==> src/hw/rtl/ols_homoskedastic_std_error_defines.svh <==
// assertion macros used by the rtl back end
`ifndef OLS_HOMOSKEDASTIC_STD_ERROR_DEFINES_SVH
`define OLS_HOMOSKEDASTIC_STD_ERROR_DEFINES_SVH
`ifndef SYNTHESIS
`define OLS_ASSERT_IMP(label, clk, rst, cond, prop) \
  label: assert property (@(posedge clk) disable iff (rst) (cond) |-> (prop)) \
    else $error("assertion failed");
`define OLS_ASSERT_NXT(label, clk, rst, cond, prop) \
  label: assert property (@(posedge clk) disable iff (rst) (cond) |=> (prop)) \
    else $error("assertion failed");
`else
`define OLS_ASSERT_IMP(label, clk, rst, cond, prop)
`define OLS_ASSERT_NXT(label, clk, rst, cond, prop)
`endif
`endif

==> src/hw/rtl/ols_se_pkg.sv <==
package ols_se_pkg;

  localparam logic [1:0] OP_ADD   = 2'd0;
  localparam logic [1:0] OP_QUERY = 2'd1;
  localparam logic [1:0] OP_CLEAR = 2'd2;

  localparam logic [1:0] MODE_UNWEIGHTED = 2'd0;
  localparam logic [1:0] MODE_ANALYTIC   = 2'd1;
  localparam logic [1:0] MODE_FREQUENCY  = 2'd2;

  localparam logic [1:0] STATUS_OK    = 2'd0;
  localparam logic [1:0] STATUS_DENOM = 2'd1;
  localparam logic [1:0] STATUS_SAT   = 2'd2;

  localparam int CFG_INDEX_WIDTH = 2;
  localparam int CFG_DATA_WIDTH  = 10;
  localparam logic [CFG_INDEX_WIDTH-1:0] REG_VARIANCE_MODE = 2'd0;
  localparam logic [CFG_INDEX_WIDTH-1:0] REG_MODEL_TERMS   = 2'd1;

  localparam logic [15:0] WEIGHT_UNIT = 16'd256;

  localparam int QUEUE_DEPTH = 2;
  localparam int DIV_STEPS   = 96;
  localparam int QHI_STEPS   = 32;
  localparam int SQRT_STEPS  = 32;
  localparam int STEP_WIDTH  = $clog2(DIV_STEPS);

  typedef enum logic [1:0] {
    CMD_ADD,
    CMD_QUERY,
    CMD_CLEAR
  } cmd_t;

  typedef struct packed {
    cmd_t        cmd;
    logic [31:0] sq;
    logic [15:0] w;
    logic [15:0] weight;
    logic [31:0] diag;
  } entry_t;

  typedef struct packed {
    logic [1:0] variance_mode;
    logic [9:0] model_terms;
  } cfg_t;

  typedef enum logic {
    ST_IDLE,
    ST_WAIT
  } back_state_t;

  typedef enum logic [2:0] {
    RS_IDLE,
    RS_MUL_HI,
    RS_DIV,
    RS_SQRT,
    RS_DONE
  } root_state_t;

endpackage

==> src/hw/rtl/ols_se_front.sv <==
module ols_se_front (
  input  logic                                   clk,
  input  logic                                   rst,
  input  logic                                   start,
  output logic                                   busy,
  input  logic [1:0]                             opcode,
  input  logic signed [15:0]                     residual,
  input  logic [15:0]                            weight,
  input  logic [31:0]                            diag_value,
  input  logic                                   cfg_valid,
  output logic                                   cfg_ready,
  input  logic [ols_se_pkg::CFG_INDEX_WIDTH-1:0] cfg_index,
  input  logic [ols_se_pkg::CFG_DATA_WIDTH-1:0]  cfg_data,
  input  logic                                   q_full,
  output logic                                   push,
  output ols_se_pkg::entry_t                     push_entry,
  output ols_se_pkg::cfg_t                       cfg
);

  logic        accept;
  logic [15:0] mag;

  assign busy      = q_full;
  assign cfg_ready = 1'b1;
  assign accept    = start && !busy;

  always_ff @(posedge clk) begin
    if (rst) begin
      cfg <= '0;
    end else if (cfg_valid && cfg_ready) begin
      case (cfg_index)
        ols_se_pkg::REG_VARIANCE_MODE: cfg.variance_mode <= cfg_data[1:0];
        ols_se_pkg::REG_MODEL_TERMS:   cfg.model_terms   <= cfg_data[9:0];
        default: ;
      endcase
    end
  end

  always_comb begin
    mag = residual[15] ? (16'd0 - $unsigned(residual)) : $unsigned(residual);
    push_entry.sq     = mag * mag;
    push_entry.weight = weight;
    push_entry.diag   = diag_value;
    if (cfg.variance_mode inside {ols_se_pkg::MODE_ANALYTIC, ols_se_pkg::MODE_FREQUENCY}) begin
      push_entry.w = weight;
    end else begin
      push_entry.w = ols_se_pkg::WEIGHT_UNIT;
    end
    push_entry.cmd = ols_se_pkg::CMD_ADD;
    push           = 1'b0;
    if (accept) begin
      case (opcode)
        ols_se_pkg::OP_ADD: begin
          push = 1'b1;
        end
        ols_se_pkg::OP_QUERY: begin
          push           = 1'b1;
          push_entry.cmd = ols_se_pkg::CMD_QUERY;
        end
        ols_se_pkg::OP_CLEAR: begin
          push           = 1'b1;
          push_entry.cmd = ols_se_pkg::CMD_CLEAR;
        end
        default: push = 1'b0;
      endcase
    end
  end

endmodule

==> config.mk <==
export PLATFORM = sky130hd
export DESIGN_NAME = ols_se_front
export DESIGN_NICKNAME = d
export VERILOG_FILES = /design/src/hw/rtl/ols_homoskedastic_std_error_defines.svh /design/src/hw/rtl/ols_se_pkg.sv /design/src/hw/rtl/ols_se_front.sv
export SDC_FILE = /design/constraint.sdc
export NUM_CORES = 1
export LEC_CHECK = 0
export ABC_AREA = 1
export BUFFER_PORTS_ARGS = -buffer_cell sky130_fd_sc_hd__clkbuf_2
export CAP_MARGIN = 20
export CORE_MARGIN = 1
export CORE_UTILIZATION = 50
export CTS_CLUSTER_DIAMETER = 150
export DETAILED_ROUTE_END_ITERATION = 10
export PLACE_DENSITY_LB_ADDON = 0.15
export SETUP_SLACK_MARGIN = 0.5
export SYNTH_ARGS = -nofsm -noshare
export SYNTH_HDL_FRONTEND = slang
export SYNTH_SLANG_ARGS = --single-unit
==> constraint.sdc <==
create_clock -name clk -period 29.7 [get_ports clk]
set_clock_uncertainty 0.1 [all_clocks]
set_input_delay 8.91 -clock clk [delete_from_list [all_inputs] [get_ports clk]]
set_output_delay 8.91 -clock clk [all_outputs]
set_load 0.02 [all_outputs]
==> summary.md <==
| Metric | Value |
|---|---|
| Mean post-synth cell area | `a little over 7 um2` |
| Resize count post-CTS | `0` |
| Pins Over Slew Limit | `0` |
| Worst-Skew Late Latency | `0.23 ns` |
| RD Place Congestion | `between 0.9 and 1` |
| Fin Setup TNS | `0 ns` |
| Area Growth Syn to Fin | `6.31%` |
| Count leader, synth | `inv_1` |
| Final Setup Violations | `0` |
| CTS buffer count | `3` |
| DP HPWL | `19,800 um` |
| Post-synthesis sequential area ratio | `under 10%` |
| Full die area | `19,200 um2` |
| Post-route DRC | `10` |
| Cells after synthesis | `1,323` |
| WP data arrival | `16.13 ns` |
| Hold_sp | `cfg[8]` |
| Top cell type's share of synthesized area | `35.2%` |
| Worst hold path type | `reg -> reg` |
| CP top delay family | `adder cells` |
| Final #Nets | `1,743` |
| Failing checks | `DRC` |
| Clk pin slew, worst setup/hold paths | `around 0.040 ns` |
| GRT Overall Usage | `24.5%` |
| Core area | `18,100 um2` |
| CTS tree | `yes` |
| Mapped Area | `approximately 9300 um2` |
| DR vias/cell | `approximately 4.8` |
| Congestion Overflow GR | `0` |
| Yosys warns | `0` |
| Largest registers | `cfg x12` |
| Initial antenna violation count | `0` |
| Die width | `138 um` |
| Count of final hold-check violations | `0` |
| CP bufs+invs | `7` |
| Fmax | `a little under 40 MHz` |
| Worst-case clock buffer depth | `2` |
| Max FFs per register | `12` |
| Worst reg2reg startpoint | `cfg[11]` |
| Worst Tran Pin Value | `1.01 ns` |
| Hold-fix buffer count after cts | `0` |
| Worst-path fanout max | `17` |
| Clk root buf | `clkbuf_16` |
| Io pins | `196` |
| Iter 0 DRT Violations | `between 300 and 400` |
| First-pass DRT Iterations | `8` |
| Predominant post-synthesis flop cell | `dfxtp_1` |
| Critical Path RT | `between 20 and 25 ns` |
| Max-slew headroom | `roughly 33%` |
| Commonest cells post-synth | `inv_1, nand2_1, fa_1` |
| # rows | `49` |
| Layout cells sized above 1 | `between 10% and 20%` |
| EDFF count, synth | `0` |
| Chip Height | `138 um` |
| RSZ-0062 raised after global routing | `no` |
| Synthesized flop and latch total | `12` |
| Area leader, netlist | `fa_1` |
| Non-Filler Instances | `about 1,600` |
| Antenna Diode Count | `0` |
| Final min period | `25.14 ns` |
| Most used cell, CP | `fa_1` |
| Top post-synthesis cells by area | `fa_1, inv_1, ha_1` |
| Routed WL | `22,400 um` |
| Crit-path slowest cell | `xor2_2` |
| Top reg by flops | `cfg` |
| Port buffer count | `approximately 130` |
| Post-CTS Setup Inserts | `0` |
| Crit. End Element | `output pin` |
| Setup CP Type | `in -> out` |
| Outcome | `complete, but fails checks` |
| Vias after detailed routing | `7,882` |
| CTS H-tree depth | `1` |
| Initial Util | `between 50% and 60%` |
| Critical Path Source Type | `input pin` |
| Vias in the first global route | `7,756` |
| Clk sinks | `12` |
| Tcrit/Tclk final | `84.7%` |
| Netlist cell types | `36` |
| Max_cap viols | `0` |
| Routed Antenna Nets | `0` |
| Filler cells | `between 1,500 and 2,000` |
| Worst hold slack | `0.362 ns` |
| Placed Cells | `approximately 1,600` |
| Pin count of the biggest net entering global routing | `22` |
| Post-synth ARST share | `0%` |
| CP max stage delay | `around 0.68 ns` |
| Critical Path Source | `residual[0]` |
| First-pass GRT wire length | `38,000 um` |
| Fin util | `54.8%` |
| Routed wire per std cell | `13.8 um` |
metal layers:
metal | up-vias | GRT usage, % | wire, um
met1 | 3761 | 35.3 | 10300
met4 | 0 | 2.13 | 131
met2 | 191 | 42.7 | 11000
met3 | 12 | 0.693 | 925
met5 | - | 0 | 0
li1 | 3918 | - | -
cells in the final DEF (no fill, tap or decap), types with 4 or more instances in the layout:
master and n:
inv_1 374, a21oi_1 33, conb_1 13, o21bai_1 4, fa_1 164, dfxtp_1 12, inv_2 4, nand3_1 52
nand2_1 322, nor2_2 4, ha_1 97, nand4_1 14, nor3_1 13, clkbuf_2 129, xor2_1 15, nand2_2 7
o21ai_0 8, nor2_1 102
layout make-up:
cell class | count | area (um2) | share of cell area (%)
multi-input combinational | 870 | 7190 | 72.6
inverter | 380 | 1430 | 14.4
clock buffer | 4 | 88.8 | 0.897
sequential | 12 | 240 | 2.43
tap | 229 | 287 | 2.89
timing repair buffer | 132 | 668 | 6.75
metrics by stage:
| stage | cell area [um2] | setup slack [ns] |
|---|---|---|
| floorplan | 9360 | 5.78 |
| global placement | 9810 | 4.68 |
| finish | 9900 | 4.56 |
| global route | 9900 | 4.10 |
| CTS | 9900 | 4.62 |
| detailed placement | 9810 | 4.62 |
kinds of logic (layout without fill, tap and decap cells):
group / count (synthesis) / after routing / share of synthesized area [%]
other: 2 / 13 / 0.0806
AND/OR/NAND/NOR: 524 / 524 / 23.1
flip-flops: 12 / 12 / 2.58
buffers and inverters: 452 / 516 / 20.7
AO/OA/AOI/OAI: 51 / 51 / 3.09
adder cells (fa/ha/maj): 261 / 261 / 48.3
XOR/XNOR: 21 / 21 / 2.14
tightest hold or removal path: cells and delay by family, from the launching register on:
kind	cells	cell delay, ns
AOI/OAI and AO/OA	1	0.05
and+or+nand+nor	1	0.06
DFF	1	0.30
path summary, 6_finish.rpt:
path / endpoint / slack, ns / cells past startpoint
worst max register to register: cfg[11] / 29.00 / 2
worst min-delay path: cfg[8] / 0.36 / 2
worst max-delay path: push_entry[83] / 4.56 / 26
worst min register to register: cfg[8] / 0.36 / 2
Power is not shown: default switching activity piles up to over one toggle a cycle in this logic, so the estimate is an artifact.
