===== config.mk =====
export PLATFORM = sky130hd
export DESIGN_NAME = ols_se_queue
export DESIGN_NICKNAME = d
export VERILOG_FILES = /design/src/hw/rtl/ols_homoskedastic_std_error_defines.svh /design/src/hw/rtl/ols_se_pkg.sv /design/src/hw/rtl/ols_se_queue.sv
export SDC_FILE = /design/constraint.sdc
export NUM_CORES = 1
export LEC_CHECK = 0
export BUFFER_PORTS_ARGS = -buffer_cell sky130_fd_sc_hd__buf_2
export CORE_ASPECT_RATIO = 0.6
export CORE_MARGIN = 2
export CORE_UTILIZATION = 35
export CTS_CLUSTER_SIZE = 24
export DETAILED_ROUTE_END_ITERATION = 7
export SKIP_CTS_REPAIR_TIMING = 1
export SYNTH_ARGS = -nofsm -noshare
export SYNTH_HDL_FRONTEND = slang
export SYNTH_SLANG_ARGS = --single-unit

===== constraint.sdc =====
create_clock -name clk -period 8.31 [get_ports clk]
set_clock_uncertainty 0.1 [all_clocks]
set_input_delay 0.4155 -clock clk [delete_from_list [all_inputs] [get_ports clk]]
set_output_delay 0.4155 -clock clk [all_outputs]
set_load 0.03 [all_outputs]

===== src/hw/rtl/ols_homoskedastic_std_error_defines.svh =====
// assertion macros used by the rtl back end
`ifndef OLS_HOMOSKEDASTIC_STD_ERROR_DEFINES_SVH
`define OLS_HOMOSKEDASTIC_STD_ERROR_DEFINES_SVH
`ifndef SYNTHESIS
`define OLS_ASSERT_IMP(label, clk, rst, cond, prop) \
  label: assert property (@(posedge clk) disable iff (rst) (cond) |-> (prop)) \
    else $error("assertion failed");
`define OLS_ASSERT_NXT(label, clk, rst, cond, prop) \
  label: assert property (@(posedge clk) disable iff (rst) (cond) |=> (prop)) \
    else $error("assertion failed");
`else
`define OLS_ASSERT_IMP(label, clk, rst, cond, prop)
`define OLS_ASSERT_NXT(label, clk, rst, cond, prop)
`endif
`endif


===== src/hw/rtl/ols_se_pkg.sv =====
package ols_se_pkg;

  localparam logic [1:0] OP_ADD   = 2'd0;
  localparam logic [1:0] OP_QUERY = 2'd1;
  localparam logic [1:0] OP_CLEAR = 2'd2;

  localparam logic [1:0] MODE_UNWEIGHTED = 2'd0;
  localparam logic [1:0] MODE_ANALYTIC   = 2'd1;
  localparam logic [1:0] MODE_FREQUENCY  = 2'd2;

  localparam logic [1:0] STATUS_OK    = 2'd0;
  localparam logic [1:0] STATUS_DENOM = 2'd1;
  localparam logic [1:0] STATUS_SAT   = 2'd2;

  localparam int CFG_INDEX_WIDTH = 2;
  localparam int CFG_DATA_WIDTH  = 10;
  localparam logic [CFG_INDEX_WIDTH-1:0] REG_VARIANCE_MODE = 2'd0;
  localparam logic [CFG_INDEX_WIDTH-1:0] REG_MODEL_TERMS   = 2'd1;

  localparam logic [15:0] WEIGHT_UNIT = 16'd256;

  localparam int QUEUE_DEPTH = 2;
  localparam int DIV_STEPS   = 96;
  localparam int QHI_STEPS   = 32;
  localparam int SQRT_STEPS  = 32;
  localparam int STEP_WIDTH  = $clog2(DIV_STEPS);

  typedef enum logic [1:0] {
    CMD_ADD,
    CMD_QUERY,
    CMD_CLEAR
  } cmd_t;

  typedef struct packed {
    cmd_t        cmd;
    logic [31:0] sq;
    logic [15:0] w;
    logic [15:0] weight;
    logic [31:0] diag;
  } entry_t;

  typedef struct packed {
    logic [1:0] variance_mode;
    logic [9:0] model_terms;
  } cfg_t;

  typedef enum logic {
    ST_IDLE,
    ST_WAIT
  } back_state_t;

  typedef enum logic [2:0] {
    RS_IDLE,
    RS_MUL_HI,
    RS_DIV,
    RS_SQRT,
    RS_DONE
  } root_state_t;

endpackage


===== src/hw/rtl/ols_se_queue.sv =====
module ols_se_queue (
  input  logic               clk,
  input  logic               rst,
  input  logic               push,
  input  ols_se_pkg::entry_t push_entry,
  input  logic               pop,
  output ols_se_pkg::entry_t head,
  output logic               empty,
  output logic               full
);

  localparam int PTR_WIDTH = $clog2(ols_se_pkg::QUEUE_DEPTH);

  ols_se_pkg::entry_t   store [ols_se_pkg::QUEUE_DEPTH];
  logic [PTR_WIDTH-1:0] wr_ptr;
  logic [PTR_WIDTH-1:0] rd_ptr;
  logic [PTR_WIDTH:0]   count;

  assign empty = (count == '0);
  assign full  = (count == (PTR_WIDTH + 1)'(ols_se_pkg::QUEUE_DEPTH));
  assign head  = store[rd_ptr];

  always_ff @(posedge clk) begin
    if (push) begin
      store[wr_ptr] <= push_entry;
    end
  end

  always_ff @(posedge clk) begin
    if (rst) begin
      wr_ptr <= '0;
      rd_ptr <= '0;
      count  <= '0;
    end else begin
      if (push) begin
        wr_ptr <= wr_ptr + 1'b1;
      end
      if (pop) begin
        rd_ptr <= rd_ptr + 1'b1;
      end
      if (push && !pop) begin
        count <= count + 1'b1;
      end else if (pop && !push) begin
        count <= count - 1'b1;
      end
    end
  end

endmodule


==> reports/metrics.yaml, run 1 <==
floorplanning:
  initial_core_util: 0.353
  die_w_um: 191
  fp.dieH_um: 116
  ios: 202
  core_sq_um: 20800
  dieArea_sq_um: 22200
  placement_rows: 41
layout:
  fin_nets: 646
  final_layout_size_suffix_gt1_frac: 0.595
  multi_input_area_sq_um: 1290
  syn2layout_area_growth_pct: 25.7
  diodes: 0
  final_cell_mix: "buf_2, edfxtp_1, mux2_2, clkbuf_16, mux2_4"
  fillCellCount: 1853
  fin_util: 0.444
  layout_commonest_cell: "buf_2"
  seq_area_sq_um: 5990
synthesis:
  avgSynthCellArea_sq_um: 22.5
  yosysSeqAreaShare: 0.814
  synthTopCellsByArea: "edfxtp_1, mux2_2, mux2_4"
  synth_cell_types: 16
  synth_nets: 430
  ys_seq_elements: 201
  synth_cells: 327
  synth_top_area_frac: 0.801
  yosys.area.top_type: "edfxtp_1"
  netlist_area_sq_um: 7350
  yosys_warnings: 0
outcome:
  status: "complete, no violations"
grt:
  grt_overflow: 0
  grt_pass1_wl_um: 21100
  grt_usage: 0.123
  grt_pass1_vias: 3804
  grt_max_degree: 55
  antenna_found_initial: 1
route:
  totalWireLength_um: 14200
  vias: 3716
  route.met2.wl_um: 6070
  routed-wl-met3_um: 1370
  drc_errors: 0
  met1_length_um: 6510
  dr.first_iter.drc_count: 230
  drt_pre_antenna_iters: 4
  vias_per_cell: 4.47
  drtAntennaViolNets: 0
  topRoutingLayerUsed: "met5"
  drt-wirelength-per-cell_um: 17.1
cts:
  clock-sinks: 201
  clk_path_buf_depth: 3
  htree_levels: 1
  cts.clk_slew.worst_paths_ns: 0.06
  worstSkewPairLatency_ns: 0.48
  cts-root-buf: "clkbuf_16"
  cts_tree: "built"
  cts_made_buffers: 20
setup_path:
  crit_path_max_fanout: 54
  cp_slowest_stage_delay_ns: 0.74
  criticalPathCategory: "reg2out"
  cp_slowest_cell: "buf_4"
  crit_path_end_kind: "output port"
  crit_path_start_kind: "flip-flop"
  cp.arrival_ns: 2.66
  crit_chain: "buf_4 > mux2_2 > buf_2"
  crit_required_ns: 7.79
sta:
  final_hold_viol_count: 0
  tightest_slew_ns: 0.823
  slew_violations: 0
  grt_setup_unrepaired: "no"
  fin_ws_ns: 5.13
  maxClockFrequency_ghz: 0.315
  hold_slack_ns: 0.0252
  post-route-period-util: 0.382
  slew_headroom: 0.451
  finalSetupViolCount: 0
  tns_ns: 0
  period_needed_ns: 3.18
placement:
  place.gp.congestion: 0.774
  port_buffers: 201
  dp.final_hpwl_um: 9650
  dp_slack_ns: 5.60
worst_hold_path:
  hold_path.class: "in2reg"
pwr:
  p_leak_nw: 3.47
  power_density_nw_per_um2: 252
  ir_worst_vdd_mv: 0.134
job:
  drv_cap: 0
==> worst max-delay path, delay by kind of cell (launching register included) <==
kind,cells,cell delay (ns)
multiplexers,1,0.44
buffers and inverters,2,0.92
flip-flops,1,0.73
==> metal layers <==
metal  vias to the layer above  track usage
met5                         -            0
met4                         2       0.0318
met3                        25       0.0445
met2                       164        0.178
met1                      1805        0.176
li1                       1720            -
==> worst paths after layout <==
check | startpoint | endpoint | slack, ns | depth (start not counted)
setup reg to reg | wr_ptr | store[1][80] | 6.07 | 2
setup / recovery | flip-flop | head[21] | 5.13 | 3
hold reg to reg | rd_ptr | rd_ptr | 0.42 | 2
hold / removal | push_entry[57] | store[1][57] | 0.03 | 1
==> cell type report <==
| cell class | instances | area share |
|---|---|---|
| flip-flops and latches | 201 | 0.648 |
| multi-input cells | 114 | 0.140 |
| repair buffers | 205 | 0.112 |
| clock buffers | 25 | 0.0585 |
| well taps | 279 | 0.0378 |
| clock inverters | 7 | 0.00312 |
| inverters | 1 | 0.000406 |
==> cell families after synthesis <==
kind of cell / count (synthesis) / share of synthesized area
buf+inv: 12 / 0.0114
xor+xnor: 4 / 0.00477
simple gates: 9 / 0.00596
flops: 201 / 0.814
compound gates: 2 / 0.00136
fa+ha+maj: 1 / 0.00170
mux: 98 / 0.160
==> cells in the mapped netlist <==
master and count:
buf_2 7, xnor2_1 2, xor2_1 2, mux2_4 20
buf_6 4, nor2_1 5, nor2b_1 2, dfxtp_1 5
edfxtp_1 196, or3_1 1, mux2_2 78, inv_1 1
a21oi_1 1, o21ai_0 1, and2_1 1, ha_1 1
==> state kept, by name, indices dropped and copies added, names as in the netlist, named ones only <==
| register | cells |
|---|---|
| wr_ptr | 1 |
| count | 2 |
| store | 196 |
| rd_ptr | 1 |
==> through the flow <==
step	instances	cell area, sq um	power, W
after global placement	800	8670	0.00155
after global routing	832	9240	0.00243
after detailed placement	800	8670	0.00156
after CTS	832	9240	0.00236
final	832	9240	0.00233
after floorplan	327	7350	0.00145
==> where the power goes <==
group / total (W) / switching [W] / internal [W]
Clock: 0.000797 / 0.000341 / 0.000455
Combinational: 0.000323 / 0.000206 / 0.000117
Sequential: 0.00121 / 0.0000236 / 0.00118
Total: 0.00233 / 0.000571 / 0.00176
(Power assumes the default switching activity.)
==> run 2, diff against run 1 <==
- ABC_AREA: unset -> 1
- clock period: 8.31 -> 3.3 ns (I/O delays scaled with it)
==> run 2 against run 1 <==
Effect of this change:
- sequential share of layout area shrank 6.8 points
- area after synthesis grew 0.29%
- first-iteration DRC count shrank 13%
- hold slack gained 0.28 ns
- clock-buffer cell count grew 3
- flip-flop and latch count is the same
- synthesized cell count grew 3.4%
- critical endpoint is now head[28]
- highest routed layer is now met4
==> reports/metrics.yaml, run 2 <==
grt:
  grt_overflow: 0  # unchanged
  grt_max_degree: 99  # was 55
  grt_usage: 0.123  # about the same
  grt_pass1_vias: 3930  # was 3804
  antenna_found_initial: 0  # was 1
  grt_pass1_wl_um: 21100  # about the same
sta:
  finalSetupViolCount: 0  # unchanged
  tns_ns: 0  # unchanged
  final_hold_viol_count: 0  # unchanged
  maxClockFrequency_ghz: 0.444
  hold_slack_ns: 0.304  # was 0.0252 ns
  slew_violations: 0  # unchanged
  tightest_slew_ns: 0.639  # was 0.823 ns
  slew_headroom: 0.574  # was 0.451
  fin_ws_ns: 1.05  # was 5.13 ns
  period_needed_ns: 2.25
  grt_setup_unrepaired: "no"  # unchanged
  post-route-period-util: 0.683
cts:
  worstSkewPairLatency_ns: 0.48  # about the same
  cts-root-buf: "clkbuf_16"  # unchanged
  clk_path_buf_depth: 3  # unchanged
  htree_levels: 1  # unchanged
  cts.clk_slew.worst_paths_ns: 0.06  # about the same
  cts_made_buffers: 20  # unchanged
  clock-sinks: 201  # unchanged
  cts_tree: "built"  # unchanged
synthesis:
  synth_cells: 338  # was 327
  yosys_warnings: 0  # unchanged
  synthFlopType: "edfxtp_1"  # unchanged
  ys_seq_elements: 201  # unchanged
  netlist_area_sq_um: 7370  # was 7350 sq um
  synthTopCellsByArea: "edfxtp_1, mux2_2, mux2_4"  # unchanged
  synth_most_common_cell: "edfxtp_1"  # unchanged
  synth_top_area_frac: 0.799  # was 0.801
  synth_nets: 441  # was 430
  synth_edf_count: 196  # unchanged
  synth_common_cells: "edfxtp_1, mux2_2, mux2_4"  # unchanged
  yosysSeqAreaShare: 0.812  # was 0.814
  async_reset_ff_frac: 0  # unchanged
  synth_cell_types: 16  # unchanged
  avgSynthCellArea_sq_um: 21.8  # was 22.5 sq um
  yosys.area.top_type: "edfxtp_1"  # unchanged
route:
  vias_per_cell: 4.33  # was 4.47
  met1_length_um: 7020  # was 6510 um
  route.met2.wl_um: 6620  # was 6070 um
  totalWireLength_um: 15100  # was 14200 um
  vias: 4100  # was 3716
  drc_errors: 0  # unchanged
  drt_pre_antenna_iters: 4  # unchanged
  dr.first_iter.drc_count: 201  # was 230
  routed-wl-met3_um: 1140  # was 1370 um
  drt-wirelength-per-cell_um: 15.9  # was 17.1 um
  topRoutingLayerUsed: "met4"  # was met5
  drtAntennaViolNets: 0  # unchanged
worst_hold_path:
  min-delay-start: "push_entry[31]"  # was push_entry[57]
  whs_path_depth: 2  # was 1
  hold_path.class: "in2reg"  # unchanged
placement:
  dp.final_hpwl_um: 9460  # was 9650 um
  dp_slack_ns: 1.43  # was 5.60 ns
  place.gp.congestion: 0.743  # was 0.774
  port_buffers: 201  # unchanged
pwr:
  ir_worst_vdd_mv: 0.330  # was 0.134 mV
  power_density_nw_per_um2: 573  # was 252 nW/um^2
  p_leak_nw: 3.94  # was 3.47 nW
setup_path:
  cp.arrival_ns: 1.99  # was 2.66 ns
  crit_path_max_fanout: 28  # was 54
  cp_slowest_cell: "dfxtp_4"  # was buf_4
  reg2regPathDepth: 3  # was 2
  worstReg2RegEnd: "store[1][87]"  # was store[1][80]
  critPathCapture: "head[28]"  # was head[21]
  cp_slowest_stage_delay_ns: 0.49  # was 0.74 ns
  r2r-start: "wr_ptr"  # unchanged
  crit_path_end_kind: "output port"  # unchanged
  ff2ff_setup_slack_ns: 1.45  # was 6.07 ns
  crit_required_ns: 3.03  # was 7.79 ns
  criticalPathCategory: "reg2out"  # unchanged
  crit_path_start_kind: "flip-flop"  # unchanged
  crit_chain: "buf_4 > mux2_2 > buf_2"  # unchanged
floorplanning:
  die_w_um: 191  # about the same
  core_sq_um: 20800  # unchanged
  placement_rows: 41  # unchanged
  fp.dieH_um: 116  # about the same
  initial_core_util: 0.354  # was 0.353
  ios: 202  # unchanged
  dieArea_sq_um: 22300  # was 22200 sq um
layout:
  reg_top3: "store: 196 flops, count: 2 flops"  # unchanged
  fin_nets: 759  # was 646
  fillCellCount: 1773  # was 1853
  diodes: 0  # unchanged
  fin_util: 0.496  # was 0.444
  syn2layout_area_growth_pct: 40.1  # was 25.7%
  final_layout_size_suffix_gt1_frac: 0.491  # was 0.595
  final_cell_mix: "buf_2, edfxtp_1, dlygate4sd3_1, mux2_2, clkbuf_16"  # was buf_2, edfxtp_1, mux2_2, clkbuf_16, mux2_4
  largest_reg_flops: 196  # unchanged
  layout_commonest_cell: "buf_2"  # unchanged
  regMostFlops: "store"  # unchanged
job:
  drv_cap: 0  # unchanged
outcome:
  status: "complete, no violations"  # unchanged
==> run 2: cell types whose count changed after synthesis, moves of 2 or more <==
cell	previous run	this run
inv_1	1	9
nand2_1	0	5
nor2_1	5	7
nor2b_1	2	0
xor2_1	2	0
==> run 2: layer usage <==
metal  global-route usage  vias up
met1                0.178     1978
met3               0.0385       23
met4               0.0292        0
li1                     -     1957
met5                    0        -
met2                0.182      142
==> run 2: area by class of cell <==
| type | count | area [sq um] | area share |
|---|---|---|---|
| Sequential cell | 201 | 5990 | 0.580 |
| Inverter | 9 | 36.3 | 0.00351 |
| Clock buffer | 28 | 552 | 0.0534 |
| Clock inverter | 6 | 23.8 | 0.00230 |
| Multi-Input combinational cell | 117 | 1280 | 0.124 |
| Tap cell | 279 | 349 | 0.0338 |
| Timing Repair Buffer | 307 | 2090 | 0.203 |
==> run 2: stage by stage <==
step                cells  cell area (sq um)  power (W)
CTS                   845               9300    0.00591
finish                947              10300    0.00592
global route          947              10300    0.00617
detailed placement    811               8730    0.00385
global placement      811               8730    0.00382
floorplan             338               7380    0.00359
==> run 2: worst min-delay path by stage <==
stage	slack, ns	endpoint
2_1_floorplan	0.14	flip-flop
3_3_place_gp	0.25	store[1][8]
3_5_place_dp	0.26	store[0][88]
4_1_cts	-0.26	store[0][43]
5_1_grt	0.29	store[0][43]
6_report	0.30	store[0][31]
==> run 2: critical path, delay by kind of cell (launching register included) <==
kind	cells	cell delay (ns)
buf+inv	2	0.60
flops	1	0.49
mux	1	0.40
==> run 2: cells by family (layout without fill, tap and decap cells) <==
family                   count (synthesis)  count (layout)  synth area share
flip-flops                             201             201             0.812
multiplexers                            98              98             0.160
buffers and inverters                   20             350            0.0154
AND/OR/NAND/NOR                         15              15           0.00832
AO/OA/AOI/OAI                            2               2           0.00136
adder cells (fa/ha/maj)                  1               1           0.00170
XOR/XNOR                                 1               1           0.00119
==> run 2: report_power, final <==
group	switching, W	internal [W]	total [W]
clock	0.000878	0.00116	0.00204
sequential	0.0000401	0.00296	0.00300
combinational	0.000520	0.000365	0.000885
total	0.00144	0.00448	0.00592
